<file path="src/hdl/backslash_escape_decoder_core_macros.svh">
// assertion helpers shared by the decoder rtl
// each macro samples on clk and is disabled while rst_n is low
`ifndef BACKSLASH_ESCAPE_DECODER_CORE_MACROS_SVH
`define BACKSLASH_ESCAPE_DECODER_CORE_MACROS_SVH

`ifndef SYNTHESIS

// same-cycle implication
`define BSD_ASSERT_IMP(lbl, ante, cons, msg) \
    lbl: assert property (@(posedge clk) disable iff (!rst_n) (ante) |-> (cons)) \
        else $error(msg);

// next-cycle implication
`define BSD_ASSERT_NXT(lbl, ante, cons, msg) \
    lbl: assert property (@(posedge clk) disable iff (!rst_n) (ante) |=> (cons)) \
        else $error(msg);

`else

`define BSD_ASSERT_IMP(lbl, ante, cons, msg)
`define BSD_ASSERT_NXT(lbl, ante, cons, msg)

`endif

`endif

</file>
<file path="src/hdl/bsd_pkg.sv">
`timescale 1ns / 1ps
`default_nettype none

package bsd_pkg;

    // decode modes
    localparam logic [1:0] MODE_PLAIN = 2'd0;
    localparam logic [1:0] MODE_ESC   = 2'd1;
    localparam logic [1:0] MODE_HEX0  = 2'd2;
    localparam logic [1:0] MODE_HEX1  = 2'd3;

    // characters
    localparam logic [7:0] CHAR_BSLASH = 8'h5C;
    localparam logic [7:0] CHAR_N      = 8'h6E;
    localparam logic [7:0] CHAR_R      = 8'h72;
    localparam logic [7:0] CHAR_T      = 8'h74;
    localparam logic [7:0] CHAR_E      = 8'h65;
    localparam logic [7:0] CHAR_X      = 8'h78;
    localparam logic [7:0] CHAR_0      = 8'h30;
    localparam logic [7:0] CHAR_9      = 8'h39;
    localparam logic [7:0] CHAR_LA     = 8'h61;
    localparam logic [7:0] CHAR_LF     = 8'h66;
    localparam logic [7:0] CHAR_UA     = 8'h41;
    localparam logic [7:0] CHAR_UF     = 8'h46;
    localparam logic [7:0] BYTE_NL     = 8'h0A;
    localparam logic [7:0] BYTE_CR     = 8'h0D;
    localparam logic [7:0] BYTE_TAB    = 8'h09;
    localparam logic [7:0] BYTE_ESC    = 8'h1B;
    localparam logic [7:0] HEX_ALPHA   = 8'd10;

    // result queue
    localparam int          FIFO_DEPTH = 4;
    localparam int          FIFO_AW    = 2;
    localparam logic [2:0]  FIFO_LIMIT = 3'd2;  // accept only with room for two

    // push counts
    localparam logic [1:0] PUSH_NONE = 2'd0;
    localparam logic [1:0] PUSH_ONE  = 2'd1;
    localparam logic [1:0] PUSH_TWO  = 2'd2;

    typedef struct packed {
        logic [7:0] data;
        logic       run_end;
        logic       text_end;
    } entry_t;

    typedef struct packed {
        logic [1:0] count;
        entry_t     e0;
        entry_t     e1;
    } push_t;

    typedef struct packed {
        logic       ok;
        logic [3:0] val;
    } hex_t;

    function automatic hex_t hex_value(input logic [7:0] b);
        hex_t       h;
        logic [7:0] t;
        h.ok  = 1'b0;
        h.val = 4'h0;
        t     = 8'h00;
        if (b >= CHAR_0 && b <= CHAR_9) begin
            t    = b - CHAR_0;
            h.ok = 1'b1;
        end else if (b >= CHAR_LA && b <= CHAR_LF) begin
            t    = b - CHAR_LA + HEX_ALPHA;
            h.ok = 1'b1;
        end else if (b >= CHAR_UA && b <= CHAR_UF) begin
            t    = b - CHAR_UA + HEX_ALPHA;
            h.ok = 1'b1;
        end
        h.val = t[3:0];
        return h;
    endfunction

endpackage

`default_nettype wire

</file>
<file path="src/hdl/bsd_decoder.sv">
`timescale 1ns / 1ps
`default_nettype none

module bsd_decoder (
    input  wire logic          clk,
    input  wire logic          rst_n,
    input  wire logic          accept,
    input  wire logic [7:0]    in_byte,
    input  wire logic          in_last,
    output bsd_pkg::push_t     push,
    output logic [1:0]         mode
);

    logic [1:0]    mode_reg;
    logic [1:0]    mode_next;
    logic [3:0]    hi_reg;
    logic [3:0]    hi_next;
    bsd_pkg::hex_t hv;
    logic          plain_push;
    logic [1:0]    plain_mode;
    logic [1:0]    n;
    logic [7:0]    d0;
    logic [7:0]    d1;

    assign hv = bsd_pkg::hex_value(in_byte);

    // ordinary text handling: an unfinished backslash opens an escape
    assign plain_push = !(in_byte == bsd_pkg::CHAR_BSLASH && !in_last);
    assign plain_mode = plain_push ? bsd_pkg::MODE_PLAIN : bsd_pkg::MODE_ESC;

    always_comb
    begin
        n         = bsd_pkg::PUSH_NONE;
        d0        = in_byte;
        d1        = in_byte;
        mode_next = mode_reg;
        hi_next   = hi_reg;
        case (mode_reg)
            bsd_pkg::MODE_PLAIN:
            begin
                n         = plain_push ? bsd_pkg::PUSH_ONE : bsd_pkg::PUSH_NONE;
                mode_next = plain_mode;
            end
            bsd_pkg::MODE_ESC:
            begin
                mode_next = bsd_pkg::MODE_PLAIN;
                n         = bsd_pkg::PUSH_ONE;
                case (in_byte)
                    bsd_pkg::CHAR_N:      d0 = bsd_pkg::BYTE_NL;
                    bsd_pkg::CHAR_R:      d0 = bsd_pkg::BYTE_CR;
                    bsd_pkg::CHAR_T:      d0 = bsd_pkg::BYTE_TAB;
                    bsd_pkg::CHAR_E:      d0 = bsd_pkg::BYTE_ESC;
                    bsd_pkg::CHAR_BSLASH: d0 = bsd_pkg::CHAR_BSLASH;
                    bsd_pkg::CHAR_X:
                    begin
                        d0 = bsd_pkg::CHAR_X;
                        if (!in_last)
                        begin
                            n         = bsd_pkg::PUSH_NONE;
                            mode_next = bsd_pkg::MODE_HEX0;
                        end
                    end
                    default:
                    begin
                        // unknown escape keeps the backslash
                        n  = bsd_pkg::PUSH_TWO;
                        d0 = bsd_pkg::CHAR_BSLASH;
                    end
                endcase
            end
            bsd_pkg::MODE_HEX0:
            begin
                if (hv.ok)
                begin
                    if (in_last)
                    begin
                        n         = bsd_pkg::PUSH_ONE;
                        d0        = {4'h0, hv.val};
                        mode_next = bsd_pkg::MODE_PLAIN;
                    end
                    else
                    begin
                        hi_next   = hv.val;
                        mode_next = bsd_pkg::MODE_HEX1;
                    end
                end
                else
                begin
                    d0        = bsd_pkg::CHAR_X;
                    n         = plain_push ? bsd_pkg::PUSH_TWO : bsd_pkg::PUSH_ONE;
                    mode_next = plain_mode;
                end
            end
            default:
            begin
                if (hv.ok)
                begin
                    n         = bsd_pkg::PUSH_ONE;
                    d0        = {hi_reg, hv.val};
                    mode_next = bsd_pkg::MODE_PLAIN;
                end
                else
                begin
                    n         = plain_push ? bsd_pkg::PUSH_TWO : bsd_pkg::PUSH_ONE;
                    d0        = {4'h0, hi_reg};
                    mode_next = plain_mode;
                end
            end
        endcase
        if (mode_next != bsd_pkg::MODE_HEX1)
        begin
            hi_next = 4'h0;
        end
        if (in_last)
        begin
            mode_next = bsd_pkg::MODE_PLAIN;
            hi_next   = 4'h0;
        end
    end

    always_comb
    begin
        push.count       = n;
        push.e0.data     = d0;
        push.e0.run_end  = (n == bsd_pkg::PUSH_ONE);
        push.e0.text_end = (n == bsd_pkg::PUSH_ONE) && in_last;
        push.e1.data     = d1;
        push.e1.run_end  = 1'b1;
        push.e1.text_end = in_last;
    end

    always_ff @(posedge clk or negedge rst_n)
    begin
        if (!rst_n)
        begin
            mode_reg <= bsd_pkg::MODE_PLAIN;
            hi_reg   <= 4'h0;
        end
        else if (accept)
        begin
            mode_reg <= mode_next;
            hi_reg   <= hi_next;
        end
    end

    assign mode = mode_reg;

endmodule

`default_nettype wire

</file>
<file path="src/hdl/bsd_out_fifo.sv">
`timescale 1ns / 1ps
`default_nettype none

module bsd_out_fifo (
    input  wire logic          clk,
    input  wire logic          rst_n,
    input  wire logic          wr_en,
    input  wire bsd_pkg::push_t push,
    output logic               room,
    output logic               rd_valid,
    input  wire logic          rd_ready,
    output bsd_pkg::entry_t    rd_entry,
    output logic [2:0]         count
);

    bsd_pkg::entry_t             mem_reg [bsd_pkg::FIFO_DEPTH];
    logic [bsd_pkg::FIFO_AW-1:0] wr_ptr_reg;
    logic [bsd_pkg::FIFO_AW-1:0] rd_ptr_reg;
    logic [2:0]                  count_reg;
    logic [1:0]                  n_wr;
    logic                        pop;
    logic [bsd_pkg::FIFO_AW-1:0] wr_ptr_p1;

    assign n_wr      = wr_en ? push.count : bsd_pkg::PUSH_NONE;
    assign pop       = rd_valid && rd_ready;
    assign wr_ptr_p1 = wr_ptr_reg + {{(bsd_pkg::FIFO_AW-1){1'b0}}, 1'b1};

    // payload storage, no reset
    always_ff @(posedge clk)
    begin
        if (n_wr != bsd_pkg::PUSH_NONE)
        begin
            mem_reg[wr_ptr_reg] <= push.e0;
        end
        if (n_wr == bsd_pkg::PUSH_TWO)
        begin
            mem_reg[wr_ptr_p1] <= push.e1;
        end
    end

    always_ff @(posedge clk or negedge rst_n)
    begin
        if (!rst_n)
        begin
            wr_ptr_reg <= '0;
            rd_ptr_reg <= '0;
            count_reg  <= 3'd0;
        end
        else
        begin
            wr_ptr_reg <= wr_ptr_reg + n_wr[bsd_pkg::FIFO_AW-1:0];
            rd_ptr_reg <= rd_ptr_reg + {{(bsd_pkg::FIFO_AW-1){1'b0}}, pop};
            count_reg  <= count_reg + {1'b0, n_wr} - {2'b00, pop};
        end
    end

    assign room     = (count_reg <= bsd_pkg::FIFO_LIMIT);
    assign rd_valid = (count_reg != 3'd0);
    assign rd_entry = mem_reg[rd_ptr_reg];
    assign count    = count_reg;

endmodule

`default_nettype wire

</file>
<file path="src/hdl/backslash_escape_decoder_core.sv">
// backslash escape decoder core
//
// input channel (in_valid/in_ready): one raw text byte per transaction in
// in_byte, with in_last high on the final byte of the text
// output channel (out_valid/out_ready): one decoded byte per transaction in
// out_byte; run_end marks the last byte produced by an input transaction and
// text_end marks the final byte of the whole text
//
// an input transaction yields zero, one or two output transactions; its
// results are written into the result queue when the input is taken
// throughput is one input per cycle while in_ready is high, limited by the
// output port, which drains one byte per cycle from a four-entry result
// queue; an input that expands to two bytes therefore takes two transactions
// in_ready is high while at most two entries are queued, so a two-byte
// expansion always fits; a stalled receiver backs up into the input once
// three or four bytes are waiting
// reset clears the decode mode, the held hex digit and the queue; the next
// byte after an in_last transaction starts a fresh text in plain mode
`timescale 1ns / 1ps
`default_nettype none

`include "backslash_escape_decoder_core_macros.svh"

module backslash_escape_decoder_core (
    input  wire logic       clk,
    input  wire logic       rst_n,
    input  wire logic       in_valid,
    output logic            in_ready,
    input  wire logic [7:0] in_byte,
    input  wire logic       in_last,
    output logic            out_valid,
    input  wire logic       out_ready,
    output logic [7:0]      out_byte,
    output logic            run_end,
    output logic            text_end
);

    logic            in_fire;
    logic            out_fire;
    bsd_pkg::push_t  push;
    logic [1:0]      mode;
    bsd_pkg::entry_t rd_entry;
    logic [2:0]      count;

    // input transaction taken this cycle
    assign in_fire  = in_valid && in_ready;
    assign out_fire = out_valid && out_ready;

    // decoder state machine: mode and pending hex digit, results go straight
    // to the queue in the same cycle
    bsd_decoder u_decoder (
        .clk     (clk),
        .rst_n   (rst_n),
        .accept  (in_fire),
        .in_byte (in_byte),
        .in_last (in_last),
        .push    (push),
        .mode    (mode)
    );

    // result queue, two write lanes, one read lane
    bsd_out_fifo u_out_fifo (
        .clk      (clk),
        .rst_n    (rst_n),
        .wr_en    (in_fire),
        .push     (push),
        .room     (in_ready),
        .rd_valid (out_valid),
        .rd_ready (out_ready),
        .rd_entry (rd_entry),
        .count    (count)
    );

    assign out_byte = rd_entry.data;
    assign run_end  = rd_entry.run_end;
    assign text_end = rd_entry.text_end;

    // the final byte of a text always produces something
    `BSD_ASSERT_IMP(a_last_pushes, in_fire && in_last, push.count != bsd_pkg::PUSH_NONE,
        "final byte produced no output")

    // a text end returns the decoder to plain mode
    `BSD_ASSERT_NXT(a_last_plain, in_fire && in_last, mode == bsd_pkg::MODE_PLAIN,
        "decoder not in plain mode after text end")

    // two results only come from escape or hex modes
    `BSD_ASSERT_IMP(a_two_not_plain, in_fire && push.count == bsd_pkg::PUSH_TWO,
        mode != bsd_pkg::MODE_PLAIN, "double output from plain mode")

    // queue never overfills
    `BSD_ASSERT_IMP(a_no_overflow, 1'b1, count <= 3'd4, "result queue overflow")

    // a drain with no new input lowers the fill by one
    `BSD_ASSERT_NXT(a_drain, out_fire && !in_fire, count == $past(count) - 3'd1,
        "queue count did not drop on drain")

endmodule

`default_nettype wire

</file>
<file path="config.mk">
export PLATFORM = sky130hd
export DESIGN_NAME = backslash_escape_decoder_core
export DESIGN_NICKNAME = d
export VERILOG_FILES = /design/src/hdl/bsd_pkg.sv /design/src/hdl/bsd_decoder.sv /design/src/hdl/bsd_out_fifo.sv /design/src/hdl/backslash_escape_decoder_core.sv
export VERILOG_INCLUDE_DIRS = /design/src /design/src/hdl
export SDC_FILE = /design/constraint.sdc
export NUM_CORES = 1
export LEC_CHECK = 0
export BUFFER_PORTS_ARGS = -buffer_cell sky130_fd_sc_hd__buf_4
export CAP_MARGIN = 20
export CORE_ASPECT_RATIO = 2
export CORE_UTILIZATION = 55
export CTS_CLUSTER_DIAMETER = 200
export DETAILED_ROUTE_END_ITERATION = 7
export PLACE_DENSITY = 0.78
export RECOVER_POWER = 50
export SETUP_SLACK_MARGIN = 0.2
export SLEW_MARGIN = 0
export SYNTH_ARGS = -nofsm -noshare
export SYNTH_HDL_FRONTEND = slang
export SYNTH_SLANG_ARGS = --single-unit
</file>
<file path="constraint.sdc">
create_clock -name clk -period 2.9 [get_ports clk]
set_clock_uncertainty 0.2 [all_clocks]
set_input_delay 0.725 -clock clk [delete_from_list [all_inputs] [get_ports clk]]
set_output_delay 0.725 -clock clk [all_outputs]
set_load 0.01 [all_outputs]
</file>
After elaboration in Yosys (flattened, before gate mapping)
Memories as Yosys holds them, arrays and structs flattened.
Cells that the tools add are included.

word-level totals
  bits in writable memories = 40
  bits in registers = 13
  output and inout port bits = 12
  bits of input ports = 13
  memories = 1

memories
  memory              words  width  rd ports  clocked after memory_dff  write ports  RTL line            RTL
  u_out_fifo.mem_reg  4      10     1         0                         2            bsd_out_fifo.sv:16  bsd_pkg::entry_t mem_reg [bsd_pkg::FIFO_DEPTH];

cells by class
  $lt $le $gt $ge = 7
  $add $sub $neg = 10
  multiplexer cells = 35
  reductions and logical operators = 15
  equal/unequal tests = 11

operator list
  kind                                                  count
  == test 8 x 7 -> 1 bit (second input constant)        6
  case mux 7 bit (5 select lines)                       1
  2-to-1 mux 4 bit                                      7
  2-to-1 mux 8 bit                                      3
  case mux 8 bit (3 select lines)                       1
  2-to-1 mux 2 bit                                      10
  >= comparator 8 x 7 -> 1 bit (second input constant)  2
  <= comparator 8 x 7 -> 1 bit (second input constant)  2
  case mux 2 bit (3 select lines)                       2
  subtractor 4 x 1 -> 4 bit (second input constant)     3
  2-to-1 mux 1 bit                                      10
  nonzero test 3 bit                                    3
  adder 4 bit (second input constant)                   2
  >= comparator 8 x 6 -> 1 bit (second input constant)  1
  <= comparator 8 x 6 -> 1 bit (second input constant)  1
  logical AND 1 bit                                     7
  OR reduction 5 bit                                    1
  == test 2 x 1 -> 1 bit (second input constant)        2
  == test 2 bit (second input constant)                 2
  case mux 2 bit (2 select lines)                       1
  adder 3 x 2 -> 3 bit                                  1
  <= comparator 3 x 2 -> 1 bit (second input constant)  1
  AND reduction 3 bit                                   1
  subtractor 3 x 1 -> 3 bit                             1
  7 further kinds                                       7

Longest topological paths before layout
  depth after elaboration = 11
  depth in mapped cells = 13
  gate-level depth less buffers = 12

By module
Synthesis repeated with hierarchy kept, for this count alone.

second synthesis, totals
  cell total of the unflattened synthesis = 295
  area, all modules = 3,515.9 um^2

by module, submodules not included
  module                         sequential area each (um^2)  cells each  area an instance (um^2)  times used
  bsd_out_fifo                   1,376.3                      141         2,373.5                  1
  bsd_decoder                    150.1                        153         1,136.1                  1
  backslash_escape_decoder_core  0.0                          1           6.3                      1

Least setup slack after synthesis
No wires, ideal clock.

  path type = input port to flip-flop
  start point = input port in_byte[1]
  end point = register u_out_fifo.count_reg[2], in the netlist u_out_fifo.count[2]
  setup time = 0.123 ns
  path slack = -0.884 ns
  arrival time = 3.462 ns
  stages on the path = 13
  cell sequence = clkbuf_1 -> inv_1 -> ha_1 -> nor3b_1 -> a311oi_4 -> nor4b_1 -> a21o_1 -> inv_2 -> buf_2 -> ha_1 -> fa_1 -> xor2_1 -> xnor2_1

on the way
  longest elaborated chain between the ends = 10
  elaborated cells between the ends (all ways) = 29

RTL lines
  item                                                                          RTL line                              RTL
  from (decl)                                                                   backslash_escape_decoder_core.sv:29   input wire logic [7:0] in_byte,
  >= comparator 8 x 7 -> 1 bit or <= comparator 8 x 7 -> 1 bit (tied branches)  bsd_pkg.sv:70                         end else if (b >= CHAR_UA && b <= CHAR_UF) begin
  logical AND 1 bit                                                             bsd_pkg.sv:70
  2-to-1 mux 1 bit                                                              bsd_pkg.sv:70
  2-to-1 mux 1 bit                                                              bsd_pkg.sv:67                         end else if (b >= CHAR_LA && b <= CHAR_LF) begin
  2-to-1 mux 1 bit                                                              bsd_pkg.sv:64                         if (b >= CHAR_0 && b <= CHAR_9) begin
  2-to-1 mux 2 bit (on tied branches)                                           bsd_decoder.sv:96, bsd_decoder.sv:73
  case mux 2 bit (3 select lines) (*)                                           bsd_decoder.sv:38                     case (mode_reg)
  2-to-1 mux 2 bit (*)                                                          bsd_out_fifo.sv:24                    assign n_wr = wr_en ? push.count : bsd_pkg::PUSH_NONE;
  adder 3 x 2 -> 3 bit (*)                                                      bsd_out_fifo.sv:53                    count_reg <= count_reg + {1'b0, n_wr} - {2'b00, pop};
  subtractor 3 x 1 -> 3 bit (*)                                                 bsd_out_fifo.sv:53
  to (signal assigned)                                                          bsd_out_fifo.sv:53
  to (decl)                                                                     bsd_out_fifo.sv:19                    logic [2:0] count_reg;

Every way passes the cells marked *; elsewhere a longest branch is shown, timed or not.
A chain may end at the register's enable or synchronous reset.

==> summary by stage <==
Synth
In the synthesized netlist the async set-or-reset flop fraction comes to 24.5%. The fraction of the yosys area taken by sequential cells is 44.3%. The post-synthesis net count is 349.

The number of synthesis warnings is 0. The largest total area in the synthesized netlist belongs to sky130_fd_sc_hd__edfxtp_1. After synthesis the cells add up to 0.00335 sq mm. The flop and latch count out of synthesis is 53. After synthesis, the cell types taking the most area are sky130_fd_sc_hd__edfxtp_1 (32%), sky130_fd_sc_hd__dfrtp_1 (9.7%), sky130_fd_sc_hd__mux4_2 (6.7%). Of the post-synthesis cell area, the part taken by muxes is 7.61%. The fraction of the mapped netlist area in compound gates is 21.9%. Averaged over all synthesized cells, the footprint is 10.3 sq um. Counting every instance in the synthesized netlist gives 326. The area share of the largest cell type after synthesis is 32.2%. The number of flops mapped to enable cells by yosys is 36. The main flop type after synthesis is sky130_fd_sc_hd__edfxtp_1.

The main combinational cell family by area after synthesis is compound AO/OA/AOI/OAI gates. Yosys mapped the design onto 58 distinct sky130hd cell types. Of the total synthesized cell area, the portion taken by AND, OR, NAND and NOR gates is 16.4%. After Yosys synthesis, XOR and XNOR cells account for 1.57% of the synthesized area. The synthesized netlist devotes 3.96% of its cell area to adder and majority cells.

Route
The final routed DRC violation total is 2. The detailed-route vias per instance is 6.74. The routed design has 10200 um of wire. Once detail routing completed, the nets flagged for antenna violations numbered 0.

Before antenna repair, the detailed router went through 7 iterations. In this run, the number of DRC markers left after iteration 0 of detailed routing was 181. Dividing the detail-routed wire length by the instance count gives 21.6 um. The routed layout has 3166 vias.

STA
The fmax is 307 MHz. Subtracting the final worst setup slack from the clock period gives 3.26 ns. The actual slew at the worst max-slew pin is 0.702 ns.

The total setup violations reported at the end of the flow is 77. The final critical-path setup slack is -0.360 ns. The final-report hold violation count is 0. On the final layout, the worst hold slack is 0.248 ns.

Setup repair after global routing could not meet its margin everywhere. The number of max-slew violations in the final report came to 0. In the finished design, the share of the clock period the worst path needs comes to 112%.

Measured against its own limit, the worst slew margin works out to 53.2%.

Power and ir drop
In this run the static leakage power is 1.88 nW. After layout, the design draws a total of 3.19 mW. The worst vdd rail ir drop is 0.759 mV. Dividing total power by cell area gives a power density of 670 mW/mm^2.

Global route
The global router's overall resource usage is 30.3%. Entering global routing, the biggest net connects 18 pins. The number of antenna violations at the first check in global routing came to 0.

The total overflow left after global routing is 0. The first-pass GRT wire length is 14700 um. The number of global-route vias before repair is 3127.

Finish
The sequential cells in the finished layout cover a total of 0.00149 sq mm. The register with the most flip-flops in the layout has 40 of them. The area growth from synthesis to layout is 41.8%. The post-route non-filler standard cell count is 470. The utilization after layout is 81.9%. The total number of nets in the final design is 431.

The total of fill cells in the finished design is 337. In the final layout, the share of cells above drive strength 1 is 43.5%. 0 antenna diodes ended up in the layout. The area used by multi-input combinational logic is 0.00216 sq mm.

Critical path
The worst register-to-register path begins at u_decoder.mode[1]. The data arrival time of the worst path is 3.03 ns. For the worst flop-to-flop path, the logic depth is 10. The minimum setup slack among reg-to-reg paths is 0.27 ns.

The type of the worst setup path is in -> reg. In this run the critical register-to-register path is captured at u_out_fifo.mem_reg[3][8]. The kind of start point of the critical path is an input port. The kind of end point of the critical path is a register.

At the worst endpoint, the required time is 2.67 ns. The maximum fanout count along the critical path is 5.

Clock tree
For this design, the sink count on the clock tree is 53. The total clock buffers created by CTS is 5. The buffer cell driving the clock tree root is sky130_fd_sc_hd__clkbuf_16. After clock tree synthesis, the clock-pin slew on the worst setup and hold paths is 0.07 ns. The CTS H-tree depth is 2. The hold-fix buffer count after cts is 0. TritonCTS built the clock tree. The clock passes through at most 2 buffers. The later pin in the worst-skew pair is clocked with a latency of 0.29 ns.

Die
The core region is 0.00581 sq mm. The x dimension of the die is 57.2 um. The initial core utilization is 57.7%.

The number of top-level design ports is 25. The overall die area is 0.00643 sq mm. The die outline height is 112 um.

After floorplanning, the core was divided into 39 placement rows.

Place
The count of port buffers added during placement is 24. The cell total after placement is 442. The final RePlAce weighted congestion is 0.917. The post-DP HPWL is 6530 um.

Status
The run finished, with violations left. The final reports fail on design-rule violations, negative setup slack.

Worst hold path
The min-delay analysis places its worst path in the category in -> async.

Flow run
The number of max-cap violations is 0.
==> logic make-up after synthesis <==
family | after synthesis
adders and majority gates | 10
AOI/OAI and AO/OA | 103
muxes | 13
xor gates and xnor gates | 6
and+or+nand+nor | 104
buffers and inverters | 37
DFF | 53
==> area by class of cell <==
cell class,count,share of cell area [%]
clock buffers,6,2.71
clock inverters,2,0.710
inverters,13,1.34
multi-input cells,240,45.3
flip-flops and latches,53,31.3
well taps,61,1.60
repair buffers,95,17.0
==> synth_stat cells, types with 5 or more instances <==
master                     number
sky130_fd_sc_hd__edfxtp_1      36
sky130_fd_sc_hd__o22ai_1        6
sky130_fd_sc_hd__a22o_1        24
sky130_fd_sc_hd__nand3_1        7
sky130_fd_sc_hd__nand2_1       32
sky130_fd_sc_hd__o31ai_1        5
sky130_fd_sc_hd__clkbuf_1      19
sky130_fd_sc_hd__o21ai_0       23
sky130_fd_sc_hd__a21oi_1       13
sky130_fd_sc_hd__mux4_2        10
sky130_fd_sc_hd__inv_1         12
sky130_fd_sc_hd__nor2_1        19
sky130_fd_sc_hd__ha_1           9
sky130_fd_sc_hd__nor3_1        10
sky130_fd_sc_hd__dfrtp_1       13
==> layout by cell type, fill, tap and decap left out, drive strengths merged, types with 5 or more instances in the layout <==
master / synthesis / layout
nor3: 13 / 13
o22ai: 6 / 6
edfxtp: 36 / 36
o31ai: 5 / 5
ha: 9 / 9
nand3: 7 / 7
nor2: 19 / 19
a21oi: 13 / 13
inv: 13 / 13
a22o: 24 / 24
nand2: 32 / 34
clkbuf: 19 / 9
mux4: 10 / 10
o21ai: 25 / 26
dfrtp: 13 / 13
buf: 5 / 92
==> stage by stage <==
stage	setup WS (ns)	TNS (ns)	area, sq um
2_1_floorplan	-0.382	-9.80	3560
3_3_place_gp	-0.474	-25.91	4110
3_5_place_dp	-0.535	-30.28	4110
4_1_cts	-0.211	-2.52	4600
5_1_grt	-0.414	-21.30	4760
6_report	-0.360	-18.57	4760
==> what timing repair did <==
item / in CTS / in global routing
setup buffers: 12 / 4
pin swaps: 38 / 16
endpoints found under the setup margin: 80 / 83
resized for setup: 51 / 27
gates cloned: 4 / 0
==> where the power goes <==
| part | internal, mW | leakage (nW) | total, mW | switching [mW] |
|---|---|---|---|---|
| Combinational | 0.683 | 1.25 | 1.45 | 0.763 |
| Sequential | 0.940 | 0.554 | 1.07 | 0.135 |
| Clock | 0.405 | 0.0785 | 0.669 | 0.264 |
| Total | 2.03 | 1.88 | 3.19 | 1.16 |
==> worst max-delay path by stage <==
stage          startpoint                        to  cells past startpoint
2_1_floorplan  in_byte[4]       u_out_fifo.count[2]                     10
3_3_place_gp   in_byte[4]  u_out_fifo.mem_reg[1][3]                      8
3_5_place_dp   in_byte[4]       u_out_fifo.count[2]                     11
4_1_cts        in_byte[4]       u_out_fifo.count[2]                     11
5_1_grt        in_byte[7]       u_out_fifo.count[2]                     13
6_report       in_byte[4]  u_out_fifo.mem_reg[3][8]                     10
==> layer usage <==
metal,up-vias,share of wire [%],track usage (%)
met1,1560,35,31.4
met3,38,5.0,3.11
met2,146,56,56.4
met5,-,0,0
li1,1422,-,-
met4,0,4.2,17.9
==> critical path, cell delays in order <==
cell	delay, ns
sky130_fd_sc_hd__buf_6	0.09
sky130_fd_sc_hd__or4b_4	0.55
sky130_fd_sc_hd__a311oi_4	0.44
sky130_fd_sc_hd__o22ai_2	0.12
sky130_fd_sc_hd__a21o_1	0.22
sky130_fd_sc_hd__buf_4	0.14
sky130_fd_sc_hd__o211ai_1	0.15
sky130_fd_sc_hd__buf_4	0.23
sky130_fd_sc_hd__nand3_4	0.16
sky130_fd_sc_hd__o21ai_4	0.20
Power figures use the tool's default switching activity.
